===== config.mk =====
export PLATFORM = sky130hd
export DESIGN_NAME = modular_exponentiation_core
export DESIGN_NICKNAME = d
export VERILOG_FILES = /design/src/hw/rtl/mexp_pkg.sv /design/src/hw/rtl/mexp_modstep.sv /design/src/hw/rtl/modular_exponentiation_core.sv
export SDC_FILE = /design/constraint.sdc
export NUM_CORES = 1
export LEC_CHECK = 0
export ABC_AREA = 1
export BUFFER_PORTS_ARGS = -buffer_cell sky130_fd_sc_hd__buf_4
export CAP_MARGIN = 10
export CORE_ASPECT_RATIO = 1.2
export CORE_MARGIN = 3
export CORE_UTILIZATION = 60
export DETAILED_ROUTE_END_ITERATION = 8
export HOLD_SLACK_MARGIN = 0.08
export MAX_ROUTING_LAYER = met4
export PLACE_DENSITY = 0.9
export SLEW_MARGIN = 40
export SYNTH_ARGS = -nofsm -noshare
export SYNTH_HDL_FRONTEND = slang
export SYNTH_HIERARCHICAL = 1
export SYNTH_SLANG_ARGS = --single-unit

===== constraint.sdc =====
create_clock -name aclk -period 9.9 [get_ports aclk]
set_input_delay 1.98 -clock aclk [delete_from_list [all_inputs] [get_ports aclk]]
set_output_delay 1.98 -clock aclk [all_outputs]
set_load 0.05 [all_outputs]

===== src/hw/rtl/mexp_pkg.sv =====
`timescale 1ns / 1ps

package mexp_pkg;

    // operand width, used by the payload structs
    localparam int OPERAND_WIDTH = 31;
    // bit counter for one pass over an operand
    localparam int CNT_W = $clog2(OPERAND_WIDTH);

    typedef struct packed {
        logic [OPERAND_WIDTH-1:0] base_value;
        logic [OPERAND_WIDTH-1:0] exponent;
        logic [OPERAND_WIDTH-1:0] modulus;
    } in_beat_t;

    typedef struct packed {
        logic [OPERAND_WIDTH-1:0] power_result;
        logic                     zero_modulus_error;
    } out_beat_t;

    typedef enum logic [4:0] {
        ST_IDLE   = 5'b00001,
        ST_REDUCE = 5'b00010,
        ST_MUL    = 5'b00100,
        ST_SQR    = 5'b01000,
        ST_FINISH = 5'b10000
    } mexp_state_t;

endpackage


===== src/hw/rtl/mexp_modstep.sv =====
`timescale 1ns / 1ps

// one shift-and-add step: (2*acc + addend) mod modulus, for acc < modulus
// and a sum below three times the modulus
module mexp_modstep
    import mexp_pkg::*;
(
    input  logic [OPERAND_WIDTH-1:0] acc,
    input  logic [OPERAND_WIDTH-1:0] addend,
    input  logic [OPERAND_WIDTH-1:0] modulus,
    output logic [OPERAND_WIDTH-1:0] result
);

    localparam int SW = OPERAND_WIDTH + 2;

    logic [SW-1:0] sum0;
    logic [SW-1:0] mod1;
    logic [SW-1:0] mod2;
    logic [SW-1:0] sum1;
    logic [SW-1:0] sum2;

    always_comb begin
        sum0 = {1'b0, acc, 1'b0} + {2'b00, addend};
        mod1 = {2'b00, modulus};
        mod2 = {1'b0, modulus, 1'b0};
        sum1 = sum0 - mod1;
        sum2 = sum0 - mod2;
        priority if (sum0 >= mod2) begin
            result = sum2[OPERAND_WIDTH-1:0];
        end else if (sum0 >= mod1) begin
            result = sum1[OPERAND_WIDTH-1:0];
        end else begin
            result = sum0[OPERAND_WIDTH-1:0];
        end
    end

endmodule


===== src/hw/rtl/modular_exponentiation_core.sv =====
`timescale 1ns / 1ps

// modular exponentiation core: base ** exponent mod modulus
//
// input channel s_valid/s_ready/s_data carries base, exponent and modulus;
// result channel m_valid/m_ready/m_data returns one beat per input beat
// with the power and a zero-modulus flag (result 0 when flagged)
//
// one beat at a time: s_ready is high only while the core is idle, so a new
// beat is taken only after the previous one has left the finish state
// from the accepting edge: a zero modulus goes straight to the finish state;
// otherwise one pass to reduce the base, then one pass for each multiply and
// each square (a pass covers the W = OPERAND_WIDTH bits of an operand), then
// the finish state loads the output register; each exponent bit below the top
// set bit costs a square and each set bit a multiply, so a zero exponent
// needs the reduction pass alone; all of it is done by the single modular
// shift-and-add step, used once a cycle
// the result sits in an output register; the next beat is accepted while
// it waits, and a finished result waits in the finish state until the
// receiver takes the previous one
// reset (aresetn low, synchronous) empties the core and drops m_valid
module modular_exponentiation_core
    import mexp_pkg::*;
(
    input  logic      aclk,
    input  logic      aresetn,
    input  logic      s_valid,
    output logic      s_ready,
    input  in_beat_t  s_data,
    output logic      m_valid,
    input  logic      m_ready,
    output out_beat_t m_data
);

    localparam logic [CNT_W-1:0] CNT_LAST = CNT_W'(OPERAND_WIDTH - 1);
    localparam logic [OPERAND_WIDTH-1:0] ONE = OPERAND_WIDTH'(1);

    mexp_state_t state_reg, state_next;
    logic [CNT_W-1:0]         cnt_reg, cnt_next;
    logic [OPERAND_WIDTH-1:0] mod_reg, mod_next;
    logic [OPERAND_WIDTH-1:0] base_reg, base_next;   // running base
    logic [OPERAND_WIDTH-1:0] res_reg, res_next;     // running result
    logic [OPERAND_WIDTH-1:0] exp_reg, exp_next;
    logic [OPERAND_WIDTH-1:0] work_reg, work_next;   // step accumulator
    logic [OPERAND_WIDTH-1:0] scan_reg, scan_next;   // operand scanned msb first
    logic                     err_reg, err_next;
    out_beat_t                out_reg, out_next;
    logic                     out_valid_reg, out_valid_next;

    logic [OPERAND_WIDTH-1:0] addend;
    logic [OPERAND_WIDTH-1:0] step_res;
    logic [OPERAND_WIDTH-1:0] exp_shr;
    logic                     pass_end;
    logic                     out_free;

    // the shared arithmetic step
    mexp_modstep u_step (
        .acc     (work_reg),
        .addend  (addend),
        .modulus (mod_reg),
        .result  (step_res)
    );

    // base reduction shifts in base bits; multiplies and squares add the base on set bits
    always_comb begin
        if (state_reg == ST_REDUCE) begin
            addend = {{(OPERAND_WIDTH-1){1'b0}}, scan_reg[OPERAND_WIDTH-1]};
        end else begin
            addend = scan_reg[OPERAND_WIDTH-1] ? base_reg : '0;
        end
    end

    assign exp_shr  = exp_reg >> 1;
    assign pass_end = (cnt_reg == CNT_LAST);
    assign out_free = !out_valid_reg || m_ready;

    assign s_ready = (state_reg == ST_IDLE);
    assign m_valid = out_valid_reg;
    assign m_data  = out_reg;

    always_comb begin
        state_next     = state_reg;
        cnt_next       = cnt_reg;
        mod_next       = mod_reg;
        base_next      = base_reg;
        res_next       = res_reg;
        exp_next       = exp_reg;
        work_next      = work_reg;
        scan_next      = scan_reg;
        err_next       = err_reg;
        out_next       = out_reg;
        out_valid_next = out_valid_reg && !m_ready;

        unique case (state_reg)
            ST_IDLE: begin
                if (s_valid) begin
                    mod_next  = s_data.modulus;
                    exp_next  = s_data.exponent;
                    scan_next = s_data.base_value;
                    work_next = '0;
                    cnt_next  = '0;
                    // result starts at one and is returned as is for a zero exponent
                    res_next  = ONE;
                    err_next  = (s_data.modulus == '0);
                    if (s_data.modulus == '0) begin
                        res_next   = '0;
                        state_next = ST_FINISH;
                    end else begin
                        state_next = ST_REDUCE;
                    end
                end
            end
            ST_REDUCE, ST_MUL, ST_SQR: begin
                work_next = step_res;
                scan_next = scan_reg << 1;
                cnt_next  = cnt_reg + 1'b1;
                if (pass_end) begin
                    work_next = '0;
                    cnt_next  = '0;
                    unique case (state_reg)
                        ST_REDUCE: begin
                            base_next = step_res;
                            if (exp_reg == '0) begin
                                state_next = ST_FINISH;
                            end else if (exp_reg[0]) begin
                                scan_next  = res_reg;
                                state_next = ST_MUL;
                            end else begin
                                scan_next  = step_res;
                                state_next = ST_SQR;
                            end
                        end
                        ST_MUL: begin
                            res_next = step_res;
                            // no square after the top exponent bit
                            if (exp_shr == '0) begin
                                state_next = ST_FINISH;
                            end else begin
                                scan_next  = base_reg;
                                state_next = ST_SQR;
                            end
                        end
                        default: begin
                            base_next = step_res;
                            exp_next  = exp_shr;
                            if (exp_shr[0]) begin
                                scan_next  = res_reg;
                                state_next = ST_MUL;
                            end else begin
                                scan_next  = step_res;
                                state_next = ST_SQR;
                            end
                        end
                    endcase
                end
            end
            ST_FINISH: begin
                if (out_free) begin
                    out_next.power_result       = res_reg;
                    out_next.zero_modulus_error = err_reg;
                    out_valid_next              = 1'b1;
                    state_next                  = ST_IDLE;
                end
            end
            default: begin
                state_next = ST_IDLE;
            end
        endcase
    end

    always_ff @(posedge aclk) begin
        if (!aresetn) begin
            state_reg     <= ST_IDLE;
            cnt_reg       <= '0;
            out_valid_reg <= 1'b0;
        end else begin
            state_reg     <= state_next;
            cnt_reg       <= cnt_next;
            out_valid_reg <= out_valid_next;
        end
    end

    // datapath, no reset needed
    always_ff @(posedge aclk) begin
        mod_reg  <= mod_next;
        base_reg <= base_next;
        res_reg  <= res_next;
        exp_reg  <= exp_next;
        work_reg <= work_next;
        scan_reg <= scan_next;
        err_reg  <= err_next;
        out_reg  <= out_next;
    end

endmodule


; Yosys cells after proc, flatten, opt, wreduce, memory -nomap -nowiden
; Cells that the tools add are included.
[op_classes]
bitwise = 1
muxes = 39
n_mul = 0
reduce_logical = 17
eq_ne = 11
div_mod_pow = 0
shifts = 0
magnitude_cmp = 2
add_sub_neg = 4
[op_table]
columns = cell, n
row1 = 31-bit 2-to-1 mux, 18
row2 = 31-bit one-hot mux with 2 select lines, 5
row3 = 31-bit zero test, 3
row4 = 31-bit subtractor, 2
row5 = 5-bit 2-to-1 mux, 8
row6 = 32-bit by 31-bit adder with 33-bit output, 1
row7 = 33-bit by 31-bit greater-or-equal comparator with 1-bit output, 1
row8 = 33-bit by 32-bit greater-or-equal comparator with 1-bit output, 1
row9 = 5-bit one-hot mux with 2 select lines, 2
row10 = 5-bit one-hot mux with 3 select lines, 1
row11 = "5-bit == test, second input constant", 2
row12 = "2-bit inequality test, second input constant", 5
row13 = 4-bit 2-to-1 mux, 2
row14 = 4-bit AND reduction, 2
row15 = 2-bit AND reduction, 3
row16 = 3-bit AND reduction, 2
row17 = "5-bit by 1-bit adder with 5-bit output, second input constant", 1
row18 = "5-bit by 1-bit == test with 1-bit output, second input constant", 1
row19 = "5-bit by 2-bit == test with 1-bit output, second input constant", 1
row20 = "5-bit by 3-bit == test with 1-bit output, second input constant", 1
row21 = "5-bit by 4-bit == test with 1-bit output, second input constant", 1
row22 = 1-bit 2-to-1 mux, 3
row23 = 3-bit OR reduction, 1
row24 = 1-bit zero test, 2
row25 = 5 further kinds, 5
[word_totals]
regBits = 230
mem_count = 0
in_bits = 97
word_cells = 86
rom_bits = 0
ramBits = 0
latch_bits = 0

; Longest topological paths before layout
; Gate-level depths: netlist (run 1).
[logic_depth]
word_depth = 11
depth_mapped = 43

; By module
; Netlist (run 1), hierarchy kept.
[by_module_without_submodules]
columns = mod, n_inst, area_per_inst_um2, cells_per_inst
row1 = modular_exponentiation_core, 1, 11477.3, 1348
row2 = mexp_modstep, 1, 6749.0, 1291

; Worst setup path before layout (run 1)
; Ideal clock, no wire load.
[synth_timing]
kind = register to register
start = register state_reg[2]
end = register scan_reg[14], data pin
required_ns = 9.648
path_buffers = 3
period_less_slack_ns = 4.790
t_arrival_ns = 4.538
path_stages_with_launch = 38
setup_ns = 0.252
setup_slack_ns = 5.110
cell_sequence = dfxtp_1 > nor2_2 > nand4_2 > nand2_1 > clkbuf_1 > nor2_1 > ha_1 > fa_1 > nand2_1 > nand3_1 > nand2_1 > nand2_2 > a21oi_1 > xor2_1 > inv_1 > ha_1 > nand2_1 > inv_1 > (+2 left out) > a21oi_1 > nand2_1 > nand2_1 > nand2_1 > a21oi_4 > inv_2 > buf_6 > buf_6 > nand2_1 > nand2_1 > inv_1 > nor2_1 > a21oi_1 > nand2_1 > nand3_1 > nand3_1 > nand2_1 > nand2_1
[synth_via]
elab_chain_cells = 11
word_cells_on_any_way = 19
classes_between = add/sub (3) / order compare (2) / eq/ne (4) / mux (9) / reduce/logical (1)
[synth_rtl]
columns = element, line_no
row1 = "start, declared", modular_exponentiation_core.sv:38  ; mexp_state_t state_reg, state_next;
row2 = "start signal, assigned", modular_exponentiation_core.sv:177  ; state_reg <= state_next;
row3 = 5-bit by 2-bit == test with 1-bit output *, modular_exponentiation_core.sv:66  ; if (state_reg == ST_REDUCE) begin
row4 = 31-bit 2-to-1 mux *, modular_exponentiation_core.sv:66
row5 = net addend[1], modular_exponentiation_core.sv:50  ; logic [OPERAND_WIDTH-1:0] addend;
row6 = 32-bit by 31-bit adder with 33-bit output *, mexp_modstep.sv:23  ; sum0 = {1'b0, acc, 1'b0} + {2'b00, addend};
row7 = 31-bit subtractor or 33-bit by 31-bit greater-or-equal comparator with 1-bit output (tied branches), "mexp_modstep.sv:26, mexp_modstep.sv:30"
row8 = 31-bit 2-to-1 mux, mexp_modstep.sv:30  ; end else if (sum0 >= mod1) begin
row9 = 31-bit 2-to-1 mux *, mexp_modstep.sv:28  ; priority if (sum0 >= mod2) begin
row10 = net step_res[14], modular_exponentiation_core.sv:51  ; logic [OPERAND_WIDTH-1:0] step_res;
row11 = 31-bit 2-to-1 mux, modular_exponentiation_core.sv:125  ; end else if (exp_reg[0]) begin
row12 = 31-bit 2-to-1 mux, modular_exponentiation_core.sv:123  ; if (exp_reg == '0) begin
row13 = 31-bit one-hot mux with 2 select lines *, modular_exponentiation_core.sv:120  ; unique case (state_reg)
row14 = 31-bit 2-to-1 mux *, modular_exponentiation_core.sv:117  ; if (pass_end) begin
row15 = 31-bit one-hot mux with 2 select lines *, modular_exponentiation_core.sv:94  ; unique case (state_reg)
row16 = net scan_next[14], modular_exponentiation_core.sv:45  ; logic [OPERAND_WIDTH-1:0] scan_reg, scan_next;
row17 = "end signal, assigned", modular_exponentiation_core.sv:190  ; scan_reg <= scan_next;
row18 = "end, declared", modular_exponentiation_core.sv:45
; The timed path passes the listed nets; every way through them passes the cells marked *.
; A chain may end at the register's enable or synchronous reset.

; Final worst setup path (run 1)
[layout_timing]
start = register state_reg[2]
end = register scan_reg[2], data pin
[layout_via]
elab_chain_cells = 11
word_cells_on_any_way = 19
classes_between = add/sub (3) / order compare (2) / eq/ne (4) / mux (9) / reduce/logical (1)
[layout_rtl]
columns = element, line_no
row1 = 5-bit by 2-bit == test with 1-bit output *, modular_exponentiation_core.sv:66
row2 = 31-bit 2-to-1 mux *, modular_exponentiation_core.sv:66
row3 = net addend[11], modular_exponentiation_core.sv:50
row4 = 32-bit by 31-bit adder with 33-bit output *, mexp_modstep.sv:23
row5 = 33-bit by 31-bit greater-or-equal comparator with 1-bit output, mexp_modstep.sv:30
row6 = 31-bit 2-to-1 mux, mexp_modstep.sv:30
row7 = 31-bit 2-to-1 mux *, mexp_modstep.sv:28
row8 = net step_res[2], modular_exponentiation_core.sv:51
row9 = 31-bit 2-to-1 mux, modular_exponentiation_core.sv:125
row10 = 31-bit 2-to-1 mux, modular_exponentiation_core.sv:123
row11 = 31-bit one-hot mux with 2 select lines *, modular_exponentiation_core.sv:120
row12 = 31-bit 2-to-1 mux *, modular_exponentiation_core.sv:117
row13 = 31-bit one-hot mux with 2 select lines *, modular_exponentiation_core.sv:94
row14 = net scan_next[2], modular_exponentiation_core.sv:45
; Marked as above.

==> metrics.txt, run 1 <==
status=finished clean; Initial DRT Pass Iterations=6; wire per inst=roughly 20 µm; die area=32510 µm²; Area Growth Syn to Fin=11.94%; worst path bufs/invs=4; max_cap viols=0; Final Max Tran Viols=0; Synth async-reset ratio=0%; Synth area leaders=edfxtp_1 36%, nand2_1 18%, inv_1 8.1%; die height=between 150 and 200 µm; most common cell in the netlist=nand2_1; measured slew at the worst slew-check pin=just over 0.9 ns; post-synth cell types=49; syn nets=around 2800; Fin. Hold Viols=0; largest net degree at the start of global routing=68; number of synthesized flops with an enable pin=219; initial core utilization=between 60 and 70%; max reg flops=32; crit path time final=6.576 ns; GR Overflow Total=0; post-CTS setup buffers=0; clk slew on worst S/H paths=around 0.070 ns; Placer Congestion=1.063; CTS resizes=0; Final Cycle Share=between 60% and 70%; Clock Tree Buf Depth=3; CP required=between 10 and 15 ns; Worst Hold Class=flop to flop; yosys synthesis warning count=6; TritonCTS clock tree=yes; Die X-Extent=165.1 µm; fraction of layout instances using a drive strength above 1=between 8 and 9%; initial antenna violation count=0; Synth top cells by count=897 x nand2_1, 395 x inv_1, 258 x nor2_1, 219 x edfxtp_1, 193 x nand3_1; clock root buffer=clkbuf_16; Gate Count Post-Synth=roughly 2600; sequential cell area fraction in the yosys report=37.29%; Vias=around 19000; critical path peak fanout=32; R2R Path Start=state_reg[2]$_SDFFE_PN0P_; post-synth top area cell=edfxtp_1; crit path max-delay cell type=ha_1; Routed Antenna Nets=0; Sinks on Clock Net=230; CP Capture Type=flop; first-iteration detailed-routing DRC count=2400; first-pass GRT wire length=about 97000 µm; Crit path largest cell delay=~0.39 ns; Synth top area share=between 30% and 40%; Cell Area, Synth=roughly 18000 µm²; Total GRT Usage=40.00%; H-tree depth=1; Post-DP HPWL=46980 µm; Primary FF master, synth=edfxtp_1; skew final=approximately 0.015 ns; synthesized area per cell=roughly 7 µm²; Worst Path Class, Setup=flop to flop; Hold-fix buffers, CTS=0; number of global-route vias before repair=18430; Yosys reg bits=230; PortBufs=130; Final Setup Violations=0; Total Nets Final=just under 3000; CP most frequent cell=nand2_1; Row Count=69; RSZ-0062 raised after global routing=no; Critical Path Source=state_reg[2]$_SDFFE_PN0P_; delay-heaviest family, CP=simple AND/OR/NAND/NOR gates; Boundary Pins=~130; setup TNS=0 ns; total CTS buffers=26; Max Freq=approximately 150 MHz; Routed WL=between 60000 and 70000 µm; worst rel slew slack=between 30% and 40%; vias per cell=just under 6; antenna fix cells=0; critical path startpoint category=flop; fillers=roughly 2500; Worst EP arrival=~7 ns; Clk Latency, worst-skew pair=approximately 0.56 ns; hold_sp=err_reg$_DFFE_PP_; core area=roughly 30000 µm²; DRC viols=0
routing by layer:
metal	vias to the layer above	GRT usage [%]	share of wire [%]
met5	-	-	0
met4	0	24.30	7.3
met3	296	7.736	10
met2	1197	66.05	48
met1	8505	44.44	35
li1	8611	-	-
worst paths after layout:
check                                        endpoint  slack, ns  depth (start not counted)
worst max-delay path            scan_reg[2]$_DFFE_PP_       3.32                         35
worst min-delay path              m_data[0]$_DFFE_PP_       0.43                          0
worst max register to register  scan_reg[2]$_DFFE_PP_       3.32                         35
worst min register to register    m_data[0]$_DFFE_PP_       0.43                          0
placed cells by master, fill, tap and decap left out, types with 4 or more instances in the layout:
master      instances
nand2_1           897
inv_1             395
nor2_1            255
edfxtp_1          219
nand3_1           193
buf_4             142
a21oi_1           129
o21ai_0           103
ha_1               94
xor2_1             42
o21ai_1            30
clkbuf_16          27
xnor2_1            24
o21bai_1           21
nor3_1             18
inv_2              17
nand4_1            17
clkinv_1           14
nand3b_1           12
dfxtp_1            11
a21o_1             11
nor2_4              6
a31oi_1             6
nor2_2              5
o21a_1              5
clkinvlp_4          5
clkinv_2            5
buf_16              5
nand2_2             4
inv_6               4
kinds of logic after synthesis:
logic type,Yosys count,synth area share [%]
AND/OR/NAND/NOR,1423,31.97
buffers and inverters,504,11.26
AO/OA/AOI/OAI,319,9.528
flip-flops,230,37.29
adder cells (fa/ha/maj),97,6.782
XOR/XNOR,66,3.172
worst reg2reg max path: cells and delay by family, from the launching register on:
family / cells / cell delay, ns
simple gates: 22 / 3.00
compound gates: 6 / 1.10
buf+inv: 4 / 0.91
fa+ha+maj: 2 / 0.74
xor+xnor: 1 / 0.36
flops: 1 / 0.35
layout make-up:
class / instances / area, µm² / share of cell area (%)
multi-input cells: 1905 / 9415 / 46.15
flip-flops and latches: 230 / 6797 / 33.31
repair buffers: 151 / 1265 / 6.200
well taps: 390 / 488.0 / 2.392
clock buffers: 30 / 686.9 / 3.367
clock inverters: 18 / 148.9 / 0.7298
inverters: 426 / 1602 / 7.850
per-stage QoR:
stage               utilization (%)  hold slack (ns)  std cells  worst slack [ns]  instance area (µm²)
floorplan                         -           0.4003       2639             5.110                18230
global placement              65.04           0.4035       3094             3.386                19370
detailed placement            65.57           0.4297       3100             3.195                19530
CTS                           68.37           0.4384       3148             3.146                20360
global route                  68.50           0.4604       3150             2.748                20400
finish                        68.50           0.4337       3150             3.324                20400
Power of run 1 is left out: the tool's default activity adds up to more than one toggle a clock period on the data nets, which glitch-free logic cannot reach.
==> inputs of run 2 (changes only) <==
- ABC_AREA: 1 -> 0
- PLACE_DENSITY: 0.9 -> 0.91
- clock period: 9.9 -> 6.4 ns (I/O delays scaled with it)
==> metrics.txt, run 2 <==
total CTS buffers=25; Max Freq=approximately 150 MHz; sequential cell area fraction in the yosys report=42.06%; commonest non-fill, non-tap cells in the layout=286 x buf_4, 219 x edfxtp_1, 170 x nand2_1; Worst path depth=27; core area=between 20000 and 30000 µm²; Routed Antenna Nets=0; worst rel slew slack=a little over 50%; Worst Path Class, Setup=flop to flop; Row Count=65; die area=28950 µm²; most common cell after layout, fill and taps aside=buf_4; worst hold stages=0; first-iteration detailed-routing DRC count=slightly below 2000; Boundary Pins=between 100 and 150; RSZ-0062 raised after global routing=yes; Yosys reg bits=between 200 and 250; crit path max-delay cell type=a221o_1; vias per cell=about 6.7; Worst EP arrival=just under 7 ns; status=complete, but fails checks; DRC viols=0; most common cell in the netlist=edfxtp_1; Initial DRT Pass Iterations=7; Primary FF master, synth=edfxtp_1; CP Capture Type=flop; pre-CTS WS=-0.6487 ns; synthesized area per cell=9.939 µm²; Routed WL=between 50000 and 60000 µm; measured slew at the worst slew-check pin=between 0.7 and 0.8 ns; initial antenna violation count=1; critical path peak fanout=6; fraction of layout instances using a drive strength above 1=28.11%; Hold Slack=around 0.47 ns; post-synth top area cell=edfxtp_1; Hold-fix buffers, CTS=0; clock root buffer=clkbuf_16; fin util=76.51%; critical path startpoint category=flop; GR Overflow Total=0; Synth area leaders=edfxtp_1 41%, ha_1 7.3%, nand2_1 4.0%; post-synth cell types=85; Final Setup Violations=31; TritonCTS clock tree=yes; clk slew on worst S/H paths=around 0.06 ns; Fin. Hold Viols=0; CP required=between 6 and 7 ns; Area Growth Syn to Fin=25.14%; Clock Tree Buf Depth=3; Placer Congestion=between 0.9 and 1; die height=185.8 µm; Synth top area share=between 40% and 50%; Sinks on Clock Net=230; Total GRT Usage=35.71%; Final Max Tran Viols=0; number of global-route vias before repair=14770; number of synthesized flops with an enable pin=219; first-pass GRT wire length=about 80000 µm; Cell Area, Synth=16160 µm²; worst r2r path cells=27; max reg flops=32; delay-heaviest family, CP=compound AO/OA/AOI/OAI gates; initial core utilization=approximately three fifths; Total Nets Final=between 2000 and 2500; PortBufs=130; Crit path largest cell delay=0.45 ns; Vias=between 15000 and 20000; H-tree depth=1; crit path time final=~6.7 ns; skew final=slightly below 0.02 ns; failing checks=setup timing; Clk Latency, worst-skew pair=about 0.54 ns; Final Cycle Share=104.2%; Post-DP HPWL=about 36000 µm; fillers=1642; worst path bufs/invs=1; largest net degree at the start of global routing=90; Die X-Extent=~160 µm; Gate Count Post-Synth=about 1600; Synth top cells by count=219 x edfxtp_1, 173 x nand2_1, 103 x a21oi_1, 102 x and2_1, 94 x ha_1; wire per inst=approximately 24 µm; yosys synthesis warning count=6; Synth async-reset ratio=0%; Worst Hold Class=flop to flop; syn nets=~1800; final setup margin=-0.2664 ns; setup TNS=-3.977 ns; max_cap viols=0
[run 2: per-stage QoR]
step	cells	area (µm²)
detailed placement	2160	18470
CTS	2222	19630
global placement	2158	18430
floorplan	1626	16200
finish	2233	20220
global route	2232	20220
[run 2: timing repair]
item,CTS,global route
setup endpoints to repair,85,59
setup buffers,16,9
pin swaps,32,68
gates resized for setup,60,92
gates cloned,1,0
[run 2: logic make-up (layout without fill, tap and decap cells)]
| family | after synthesis | in the layout | share of synthesized area (%) |
|---|---|---|---|
| and+or+nand+nor | 574 | 574 | 18.41 |
| AOI/OAI and AO/OA | 452 | 452 | 20.34 |
| DFF | 230 | 230 | 42.06 |
| buffers and inverters | 142 | 412 | 3.755 |
| adders and majority gates | 97 | 97 | 7.649 |
| xor gates and xnor gates | 74 | 74 | 4.011 |
| muxes | 57 | 57 | 3.778 |
| other | 0 | 2 | 0 |
[run 2: cell type report]
cell class                 instances  area [µm²]  area share (%)
timing repair buffer             305        2416           11.95
sequential                       230        6803           33.64
multi-input combinational       1254        9559           47.27
inverter                          62       235.2           1.163
clock inverter                    11       116.4          0.5754
tap                              335       419.2           2.073
antenna                            2       5.005         0.02475
clock buffer                      34       669.4           3.310
[run 2: worst paths after layout]
check                            startpoint                     end  slack [ns]
setup / recovery  state_reg[4]$_SDFFE_PN0P_  scan_reg[28]$_DFFE_PP_       -0.27
hold / removal            err_reg$_DFFE_PP_     m_data[0]$_DFFE_PP_        0.47
setup reg to reg  state_reg[4]$_SDFFE_PN0P_  scan_reg[28]$_DFFE_PP_       -0.27
hold reg to reg           err_reg$_DFFE_PP_     m_data[0]$_DFFE_PP_        0.47
[run 2: routing by layer]
metal / global-route usage, % / vias to the layer above / part of all wire (%)
met1: 44.25 / 7092 / 37
li1: - / 6640 / -
met2: 58.75 / 1039 / 47
met3: 6.395 / 279 / 10
met4: 13.39 / 0 / 5.5
met5: - / - / 0
Power of run 2 is left out for the same reason.
